**config.mk**
```make
export PLATFORM = sky130hd
export DESIGN_NAME = lcm_and_gcd_unit_flat
export DESIGN_NICKNAME = d
export VERILOG_FILES = /design/src/design/lag_pkg.sv /design/src/design/lag_in_if.sv /design/src/design/lag_out_if.sv /design/src/design/lcm_and_gcd_unit.sv /design/src/design/lag_ctrl.sv /design/src/design/lag_dp.sv /design/src/flat_wrapper.sv
export SDC_FILE = /design/constraint.sdc
export NUM_CORES = 1
export LEC_CHECK = 0
export ABC_CLOCK_PERIOD_IN_PS = 5900
export BUFFER_PORTS_ARGS = -buffer_cell sky130_fd_sc_hd__buf_2
export CELL_PAD_IN_SITES_DETAIL_PLACEMENT = 1
export CELL_PAD_IN_SITES_GLOBAL_PLACEMENT = 1
export CORE_MARGIN = 1.5
export CORE_UTILIZATION = 46
export DETAILED_ROUTE_END_ITERATION = 6
export GPL_ROUTABILITY_DRIVEN = 0
export GPL_TIMING_DRIVEN = 0
export PLACE_DENSITY_LB_ADDON = 0.1
export SETUP_SLACK_MARGIN = 0.1
export SYNTH_ARGS = -nofsm -noshare
export SYNTH_HDL_FRONTEND = slang
export SYNTH_SLANG_ARGS = --single-unit
```
**constraint.sdc**
```tcl
create_clock -name clk -period 5.9 [get_ports clk]
set_input_delay 1.18 -clock clk [delete_from_list [all_inputs] [get_ports clk]]
set_output_delay 1.18 -clock clk [all_outputs]
set_load 0.02 [all_outputs]
```
**src/design/lag_pkg.sv**
```systemverilog
package lag_pkg;

  typedef struct packed {
    logic load;
    logic gcd_step;
    logic div_init;
    logic div_step;
    logic mul;
    logic out_load;
  } lag_cmd_t;

  typedef struct packed {
    logic special;
    logic gcd_eq;
    logic div_last;
  } lag_status_t;

  localparam int unsigned OperandPortWidth = 16;
  localparam int unsigned LcmWidth         = 32;
  localparam int unsigned GcdWidth         = 16;

endpackage

```
**src/design/lag_in_if.sv**
```systemverilog
interface lag_in_if import lag_pkg::*; ();
  logic                        valid;
  logic                        ready;
  logic [OperandPortWidth-1:0] operand_a;
  logic [OperandPortWidth-1:0] operand_b;

  modport source (output valid, output operand_a, output operand_b, input ready);
  modport sink   (input valid, input operand_a, input operand_b, output ready);
endinterface

```
**src/design/lag_out_if.sv**
```systemverilog
interface lag_out_if import lag_pkg::*; ();
  logic                valid;
  logic                ready;
  logic [LcmWidth-1:0] lcm_value;
  logic [GcdWidth-1:0] gcd_value;
  logic                div_error;

  modport source (output valid, output lcm_value, output gcd_value, output div_error,
                  input ready);
  modport sink   (input valid, input lcm_value, input gcd_value, input div_error,
                  output ready);
endinterface

```
**src/design/lcm_and_gcd_unit.sv**
```systemverilog
// Channel   Dir  Fields                                Handshake
// in_ch     in   operand_a[15:0], operand_b[15:0]      valid/ready
// out_ch    out  lcm_value[31:0], gcd_value[15:0],     valid/ready
//                div_error
// One item at a time. An item with a zero operand skips the gcd loop, the divider and
// the multiply and goes straight to writeback. Otherwise it passes the binary gcd loop,
// the restoring divider and one multiply, in that order, before writeback.
// Reset is synchronous, active low; it clears the controller and the output valid.
// A new item is taken while a result waits on out_ch; it holds before writeback.
module lcm_and_gcd_unit import lag_pkg::*; #(
  parameter int unsigned OPERAND_WIDTH = 16
) (
  input  logic             clk,
  input  logic             rst_n,
  lag_in_if.sink           in_ch,
  lag_out_if.source        out_ch
);

  lag_cmd_t    cmd;
  lag_status_t status;

  lag_ctrl u_ctrl (
    .clk       (clk),
    .rst_n     (rst_n),
    .in_valid  (in_ch.valid),
    .in_ready  (in_ch.ready),
    .out_valid (out_ch.valid),
    .out_ready (out_ch.ready),
    .status    (status),
    .cmd       (cmd)
  );

  lag_dp #(
    .OPERAND_WIDTH (OPERAND_WIDTH)
  ) u_dp (
    .clk       (clk),
    .operand_a (in_ch.operand_a),
    .operand_b (in_ch.operand_b),
    .cmd       (cmd),
    .status    (status),
    .lcm_value (out_ch.lcm_value),
    .gcd_value (out_ch.gcd_value),
    .div_error (out_ch.div_error)
  );

endmodule

```
**src/design/lag_ctrl.sv**
```systemverilog
module lag_ctrl import lag_pkg::*; (
  input  logic        clk,
  input  logic        rst_n,
  input  logic        in_valid,
  output logic        in_ready,
  output logic        out_valid,
  input  logic        out_ready,
  input  lag_status_t status,
  output lag_cmd_t    cmd
);

  localparam logic [2:0] S_IDLE = 3'd0;
  localparam logic [2:0] S_GCD  = 3'd1;
  localparam logic [2:0] S_DIV  = 3'd2;
  localparam logic [2:0] S_MUL  = 3'd3;
  localparam logic [2:0] S_WB   = 3'd4;

  logic [2:0] state_r, state_nxt;
  logic       out_valid_r, out_valid_nxt;
  logic       out_free;

  assign in_ready  = (state_r == S_IDLE);
  assign out_valid = out_valid_r;
  assign out_free  = !out_valid_r || out_ready;

  always_comb begin
    state_nxt     = state_r;
    out_valid_nxt = out_valid_r && !out_ready;
    cmd           = '0;
    unique case (state_r)
      S_IDLE: begin
        if (in_valid) begin
          cmd.load  = 1'b1;
          state_nxt = S_GCD;
        end
      end
      S_GCD: begin
        if (status.special) begin
          state_nxt = S_WB;
        end else if (status.gcd_eq) begin
          cmd.div_init = 1'b1;
          state_nxt    = S_DIV;
        end else begin
          cmd.gcd_step = 1'b1;
        end
      end
      S_DIV: begin
        cmd.div_step = 1'b1;
        if (status.div_last) begin
          state_nxt = S_MUL;
        end
      end
      S_MUL: begin
        cmd.mul   = 1'b1;
        state_nxt = S_WB;
      end
      S_WB: begin
        if (out_free) begin
          cmd.out_load  = 1'b1;
          out_valid_nxt = 1'b1;
          state_nxt     = S_IDLE;
        end
      end
      default: begin
        state_nxt = S_IDLE;
      end
    endcase
  end

  always_ff @(posedge clk) begin
    if (!rst_n) begin
      state_r     <= S_IDLE;
      out_valid_r <= 1'b0;
    end else begin
      state_r     <= state_nxt;
      out_valid_r <= out_valid_nxt;
    end
  end

endmodule

```
**src/design/lag_dp.sv**
```systemverilog
module lag_dp import lag_pkg::*; #(
  parameter int unsigned OPERAND_WIDTH = 16
) (
  input  logic                        clk,
  input  logic [OperandPortWidth-1:0] operand_a,
  input  logic [OperandPortWidth-1:0] operand_b,
  input  lag_cmd_t                    cmd,
  output lag_status_t                 status,
  output logic [LcmWidth-1:0]         lcm_value,
  output logic [GcdWidth-1:0]         gcd_value,
  output logic                        div_error
);

  localparam int unsigned W  = OPERAND_WIDTH;
  localparam int unsigned KW = $clog2(W);

  logic [W-1:0]    a_r, b_r;
  logic [W-1:0]    x_r, x_nxt, y_r, y_nxt;
  logic [KW-1:0]   k_r, k_nxt;
  logic [W-1:0]    g_r;
  logic [W-1:0]    q_r, q_nxt;
  logic [W-1:0]    rem_r, rem_nxt;
  logic [KW-1:0]   cnt_r;
  logic [2*W-1:0]  prod_r;
  logic [LcmWidth-1:0] lcm_r;
  logic [GcdWidth-1:0] gcd_r;
  logic            err_r;
  logic [W:0]      trial;
  logic [W-1:0]    big;

  assign status.special  = (a_r == '0) || (b_r == '0);
  assign status.gcd_eq   = (x_r == y_r);
  assign status.div_last = (cnt_r == KW'(W - 1));

  assign lcm_value = lcm_r;
  assign gcd_value = gcd_r;
  assign div_error = err_r;

  assign big = (a_r > b_r) ? a_r : b_r;

  // binary gcd step; both stay nonzero until they meet
  always_comb begin
    x_nxt = x_r;
    y_nxt = y_r;
    k_nxt = k_r;
    if (!x_r[0] && !y_r[0]) begin
      x_nxt = x_r >> 1;
      y_nxt = y_r >> 1;
      k_nxt = k_r + 1'b1;
    end else if (!x_r[0]) begin
      x_nxt = x_r >> 1;
    end else if (!y_r[0]) begin
      y_nxt = y_r >> 1;
    end else if (x_r > y_r) begin
      x_nxt = (x_r - y_r) >> 1;
    end else begin
      y_nxt = (y_r - x_r) >> 1;
    end
  end

  // restoring divide, one quotient bit per step
  always_comb begin
    trial = {rem_r, q_r[W-1]};
    if (trial >= {1'b0, g_r}) begin
      rem_nxt = W'(trial - {1'b0, g_r});
      q_nxt   = {q_r[W-2:0], 1'b1};
    end else begin
      rem_nxt = trial[W-1:0];
      q_nxt   = {q_r[W-2:0], 1'b0};
    end
  end

  always_ff @(posedge clk) begin
    if (cmd.load) begin
      a_r <= W'(operand_a);
      b_r <= W'(operand_b);
      x_r <= W'(operand_a);
      y_r <= W'(operand_b);
      k_r <= '0;
    end
    if (cmd.gcd_step) begin
      x_r <= x_nxt;
      y_r <= y_nxt;
      k_r <= k_nxt;
    end
    if (cmd.div_init) begin
      g_r   <= x_r << k_r;
      q_r   <= a_r;
      rem_r <= '0;
      cnt_r <= '0;
    end
    if (cmd.div_step) begin
      q_r   <= q_nxt;
      rem_r <= rem_nxt;
      cnt_r <= cnt_r + 1'b1;
    end
    if (cmd.mul) begin
      prod_r <= (2*W)'(q_r) * (2*W)'(b_r);
    end
    if (cmd.out_load) begin
      if (status.special) begin
        lcm_r <= LcmWidth'(big);
        gcd_r <= '0;
        err_r <= (big == '0);
      end else begin
        lcm_r <= LcmWidth'(prod_r);
        gcd_r <= GcdWidth'(g_r);
        err_r <= 1'b0;
      end
    end
  end

endmodule

```
**src/flat_wrapper.sv**
```systemverilog
// flat-port wrapper written by rule: the top's interface ports become plain ports
module lcm_and_gcd_unit_flat import lag_pkg::*;
#(
  parameter int unsigned OPERAND_WIDTH = 16
)
  (clk, rst_n, in_ch_valid, in_ch_operand_a, in_ch_operand_b, in_ch_ready, out_ch_valid, out_ch_lcm_value, out_ch_gcd_value, out_ch_div_error, out_ch_ready);
  lag_in_if in_ch_i ();
  lag_out_if out_ch_i ();
  input  logic clk;
  input  logic rst_n;
  input wire logic [$bits(in_ch_i.valid)-1:0] in_ch_valid;
  input wire logic [$bits(in_ch_i.operand_a)-1:0] in_ch_operand_a;
  input wire logic [$bits(in_ch_i.operand_b)-1:0] in_ch_operand_b;
  output wire logic [$bits(in_ch_i.ready)-1:0] in_ch_ready;
  output wire logic [$bits(out_ch_i.valid)-1:0] out_ch_valid;
  output wire logic [$bits(out_ch_i.lcm_value)-1:0] out_ch_lcm_value;
  output wire logic [$bits(out_ch_i.gcd_value)-1:0] out_ch_gcd_value;
  output wire logic [$bits(out_ch_i.div_error)-1:0] out_ch_div_error;
  input wire logic [$bits(out_ch_i.ready)-1:0] out_ch_ready;
  assign in_ch_i.valid = in_ch_valid;
  assign in_ch_i.operand_a = in_ch_operand_a;
  assign in_ch_i.operand_b = in_ch_operand_b;
  assign in_ch_ready = in_ch_i.ready;
  assign out_ch_valid = out_ch_i.valid;
  assign out_ch_lcm_value = out_ch_i.lcm_value;
  assign out_ch_gcd_value = out_ch_i.gcd_value;
  assign out_ch_div_error = out_ch_i.div_error;
  assign out_ch_i.ready = out_ch_ready;
  lcm_and_gcd_unit #(.OPERAND_WIDTH(OPERAND_WIDTH)) u_core (.clk(clk), .rst_n(rst_n), .in_ch(in_ch_i), .out_ch(out_ch_i));
endmodule
```
Yosys cells after proc, flatten, opt, wreduce, memory -nomap -nowiden
Cells that the tools add are included.
{"block": "word_totals", "ff_bits": 205, "input_bits": 36, "output_inout_bits": 51}
{"block": "op_classes", "add_sub_neg": 5, "n_mul": 1, "n_lt_le_gt_ge": 3, "eq_ne": 15, "shifts": 1, "n_mux": 43, "n_reduce_logical": 19}
{"operator": "$mux 16", "count": 19}
{"operator": "$logic_not 16->1", "count": 3}
{"operator": "$sub 16x16->16", "count": 3}
{"operator": "$gt 16x16->1", "count": 2}
{"operator": "$mul 16x16->32", "count": 1}
{"operator": "$mux 4", "count": 5}
{"operator": "$ge 17x16->1", "count": 1}
{"operator": "$eq 16x16->1", "count": 1}
{"operator": "$shl 16x4->16", "count": 1}
{"operator": "$mux 3", "count": 5}
{"operator": "$pmux 3 s5", "count": 1}
{"operator": "$ne 4x4->1 const B", "count": 3}
{"operator": "$mux 1", "count": 11}
{"operator": "$add 4x1->4 const B", "count": 2}
{"operator": "$eq 3x2->1 const B", "count": 2}
{"operator": "$ne 2x2->1 const B", "count": 3}
{"operator": "$reduce_and 3->1", "count": 2}
{"operator": "$eq 4x4->1 const B", "count": 1}
{"operator": "$logic_not 1->1", "count": 4}
{"operator": "$mux 2", "count": 2}
{"operator": "$reduce_and 2->1", "count": 2}
{"operator": "$reduce_and 4->1", "count": 1}
{"operator": "$reduce_bool 2->1", "count": 2}
{"operator": "$eq 3x1->1 const B", "count": 1}
{"operator": "7 further kinds", "count": 9}

Depth between registers and ports, before layout
{"block": "depth", "ltp_word": 6, "mapped_depth": 24, "ltp_nobuf": 21}

Cells and area by module
From an unflattened synthesis, not the netlist that was laid out.
{"block": "unflattened", "hier_cells": 2066, "hier_area_um2": 20190.6}
{"module": "lag_dp", "n_inst": 1, "cells_per_inst": 2035, "area_per_inst_um2": 19911.6}
{"module": "lag_ctrl", "n_inst": 1, "cells_per_inst": 31, "area_per_inst_um2": 279.0}

Worst setup path before layout
No wires, ideal clock.
{"block": "synth_timing", "path_kind": "flip-flop to flip-flop", "start": "register u_core.u_dp.b_r[7]", "end": "register u_core.u_dp.prod_r[31], data pin", "setup_time_ps": 260, "arrival_ps": 5853, "setup_slack_ps": -213, "stages_incl_launch_ff": 24, "n_path_buf": 2, "period_less_slack_ps": 6113, "path_cell_list": "edfxtp_1 clkbuf_1 clkbuf_1 nand2_1 fa_1 inv_1 fa_1 inv_1 fa_1 inv_1 fa_1 fa_1 inv_1 fa_1 inv_1 ha_1 and3_1 and3_1 a221oi_1 o31ai_1 a41o_1 and3_4 o221ai_2 xnor2_1"}
{"block": "synth_via", "elab_chain_len": 1}
{"element": "from (decl)", "line": "lag_dp.sv:17", "text": "logic [W-1:0] a_r, b_r;"}
{"element": "from (signal assigned)", "line": "lag_dp.sv:76", "text": "b_r <= W'(operand_b);"}
{"element": "$mul 16x16->32", "line": "lag_dp.sv:98", "text": "prod_r <= (2*W)'(q_r) * (2*W)'(b_r);"}
{"element": "to (signal assigned)", "line": "lag_dp.sv:98"}
{"element": "to (decl)", "line": "lag_dp.sv:24", "text": "logic [2*W-1:0] prod_r;"}
No other way between the ends.
A chain may end at the register's enable or synchronous reset.

Final worst setup path
{"block": "layout_timing", "start": "register u_core.u_dp.q_r[4]", "end": "register u_core.u_dp.prod_r[31], data pin"}
{"block": "layout_via", "elab_chain_len": 1}
{"element": "from (decl)", "line": "lag_dp.sv:21", "text": "logic [W-1:0] q_r, q_nxt;"}
{"element": "from (signal assigned)", "line": "lag_dp.sv:88", "text": "q_r <= a_r;"}
{"element": "from (signal assigned)", "line": "lag_dp.sv:93", "text": "q_r <= q_nxt;"}
{"element": "$mul 16x16->32", "line": "lag_dp.sv:98"}
No other way between the ends.

==> run metrics <==
layout cells sized above 1=0.187; final period utilization=1.06; Residual DRC=0; Worst R2R Setup Slack=-0.34 ns; Final ANT Viol Nets=0; CTS Buf Count=25; WHS Path Cells=2; Max Root-Sink Buffers=3; max_cap viols=0; initial antenna violation count=2; total core area=43300 um2; DR WL/cell=~24 um; # hold bufs at CTS=0; Yosys top cell by area=edfxtp_1; status=finished, violations left; total number of vias=roughly 16000; total iterations of the first detailed-routing run=5; post-layout min period=roughly 6.2 ns; Slew @ Worst Pin=1.25 ns; static leakage=roughly 0.011 uW; die height=~210 um; register area share after synthesis=0.302; first-pass GRT wire length=102000 um; Max rail drop VDD=roughly 0.52 mV; Root Buffer=clkbuf_16; antenna diode count=0; Filler cells=between 4000 and 5000; GRT overflow=0; post-detail-place hpwl=49400 um; Worst setup EP type=flop; RSZ-0062 raised after global routing=yes; crit-path max FO=5; row cnt=between 70 and 80; library cells used by synthesis=77; CP endpoint=u_core.u_dp.prod_r[31]; Max Slew Vio Count=0; drt initial violations=approximately 1200; Synth area leaders=edfxtp_1, fa_1, ha_1, inv_1, nand2_1; Pwr Density=approximately 400 nW/um2; syn_nets=2429; hold slack=between 0.5 and 0.6 ns; Critical Path Most Common Cell=fa_1; Ports=87; setup TNS=-2.55 ns; IO Port Bufs=86; WS Path Type=flop to flop; clock sinks=205; GRT Overall Usage=0.302; pin count of the biggest net entering global routing=35; synthesis warning total=0; max incr delay on CP=about 0.56 ns; Placed Instances=2700; TritonCTS clock tree=done; Post-synth top cells=inv_1, nand2_1, edfxtp_1; CP required=6.21 ns; Area growth, synth to finish=17.2%; HP Start=u_core.u_ctrl.state_r[2]; Die Wd=roughly 210 um; final hold vios=0; Clk Latency, worst-skew pair=0.57 ns; crit path launch=u_core.u_dp.q_r[4]; library cell with the highest instance count after synthesis=inv_1; CP max stage cell=fa_1; top cell type's share of synthesized area=0.298; post-route setup slack=-0.341 ns; Finished Layout Cells=around 2800; Netlist Area Pre-Place=20200 um2; critical path arrival=6.55 ns; RR Startpoint=u_core.u_dp.q_r[4]; number of synthesized flops with an enable pin=201; vias in the first global route=17307; Routed WL=67500 um; FFs w/ async S/R, synth=0; top_reg_cell synth=edfxtp_1; CP Launch Type=flop; CTS clk-pin slew, worst paths=~0.060 ns; Peak Freq=roughly 160 MHz; H-tree levels=1; fin util=0.548; Cells after Synth=2025; failing checks=negative setup slack; cell depth of the worst flop-to-flop path=22; worst rel slew slack=0.163; clk_skew=around 0.012 ns; Starting Density=0.467; CP Cell Sequence=buf_4 > buf_6 > and2_4 > fa_1 > inv_2 > fa_1 > inv_1 > fa_1 > fa_2 > fa_1 > inv_1 > fa_1 > inv_1 > ha_4 > and3_4 > and3_4 > a221oi_4 > o31ai_4 > a41o_1 > and3_4 > o221ai_4 > xnor2_1; Syn Area/Cell=9.99 um2; final setup fails=13; die area=roughly 45000 um2; final net count=2618; post-DR vias/cell=between 5 and 6; Seq cells post-synth=205; Min-Delay Path Class=flop to flop; reg-to-reg endpoint=u_core.u_dp.prod_r[31]
## sequential cells by signal (all words and copies together) (netlist names)
register                 cells
u_core.u_dp.lcm_value       32
u_core.u_dp.prod_r          32
u_core.u_dp.a_r             16
u_core.u_dp.b_r             16
u_core.u_dp.g_r             16
u_core.u_dp.gcd_value       16
u_core.u_dp.q_r             16
u_core.u_dp.rem_r           16
u_core.u_dp.x_r             16
u_core.u_dp.y_r             16
u_core.u_dp.cnt_r            4
u_core.u_dp.k_r              4
u_core.u_ctrl.state_r        3
u_core.u_ctrl.out_valid      1
u_core.u_dp.div_error        1
## timing repair
item	in CTS	in global routing
gates resized for setup	154	43
setup buffers	67	9
hold endpoints to repair	0	0
setup endpoints to repair	20	17
pin swaps	44	28
cloned	1	0
## placed cells by master (no fill, tap or decap), drive strengths merged, types with 17 or more instances in the layout
cell	count
inv	297
nand2	223
edfxtp	201
buf	201
fa	197
ha	171
nor2	151
and2	118
clkbuf	92
a21oi	69
o21ai	49
xnor2	40
a21o	34
mux2	33
nand3	29
mux2i	29
a221oi	29
and3	27
xor2	25
o211ai	21
nor2b	17
## cells by family (layout without fill, tap and decap cells)
| kind of cell | Yosys count | after routing | synth area share |
|---|---|---|---|
| xor+xnor | 65 | 65 | 0.0281 |
| mux | 64 | 64 | 0.0350 |
| compound gates | 285 | 285 | 0.102 |
| buf+inv | 400 | 608 | 0.0788 |
| flops | 205 | 205 | 0.302 |
| simple gates | 638 | 638 | 0.153 |
| fa+ha+maj | 368 | 368 | 0.301 |
## stage by stage
stage / setup WS (ns) / total power [uW] / area [um2]
4_1_cts: -0.254 / 8790 / 23500
3_5_place_dp: -1.39 / 6140 / 21600
5_1_grt: -0.506 / 9820 / 23700
2_1_floorplan: 0.0936 / 4990 / 20300
3_3_place_gp: -1.23 / 6020 / 21500
6_report: -0.341 / 9250 / 23700
## worst min path at each step
stage / end / slack (ns)
final: u_core.u_ctrl.out_valid / 0.55
after CTS: u_core.u_ctrl.out_valid / 0.55
after global placement: u_core.u_ctrl.out_valid / 0.52
after global routing: u_core.u_dp.lcm_value[21] / 0.57
after floorplan: u_core.u_ctrl.out_valid / 0.49
after detailed placement: u_core.u_ctrl.out_valid / 0.53
## report_power, final
group | internal, uW | total (uW) | switching, uW
Clock | 914 | 1580 | 671
Combinational | 2520 | 5740 | 3220
Sequential | 1840 | 1920 | 79.3
## metal layers
metal  wire length (um)  track usage
met2              31400        0.489
met5                 22            0
met4               3390        0.144
met3               4520       0.0491
met1              28100        0.397
## worst max-delay path, delay by kind of cell, from the launching register on
family          cells  cell delay [ns]
compound gates      4             0.92
xor+xnor            1             0.09
fa+ha+maj           7             3.30
buf+inv             6             0.53
flops               1             0.42
simple gates        4             0.73
## area by class of cell
| class | instances | area [um2] | share of cell area |
|---|---|---|---|
| Clock inverter | 17 | 180 | 0.00760 |
| Tap cell | 585 | 732 | 0.0309 |
| Clock buffer | 29 | 641 | 0.0270 |
| Inverter | 298 | 1120 | 0.0474 |
| Sequential cell | 205 | 6120 | 0.258 |
| Timing Repair Buffer | 167 | 1170 | 0.0494 |
| Multi-Input combinational cell | 1420 | 13000 | 0.548 |
| Buffer | 97 | 756 | 0.0319 |
Note: power is estimated with default switching activity, not from simulation.
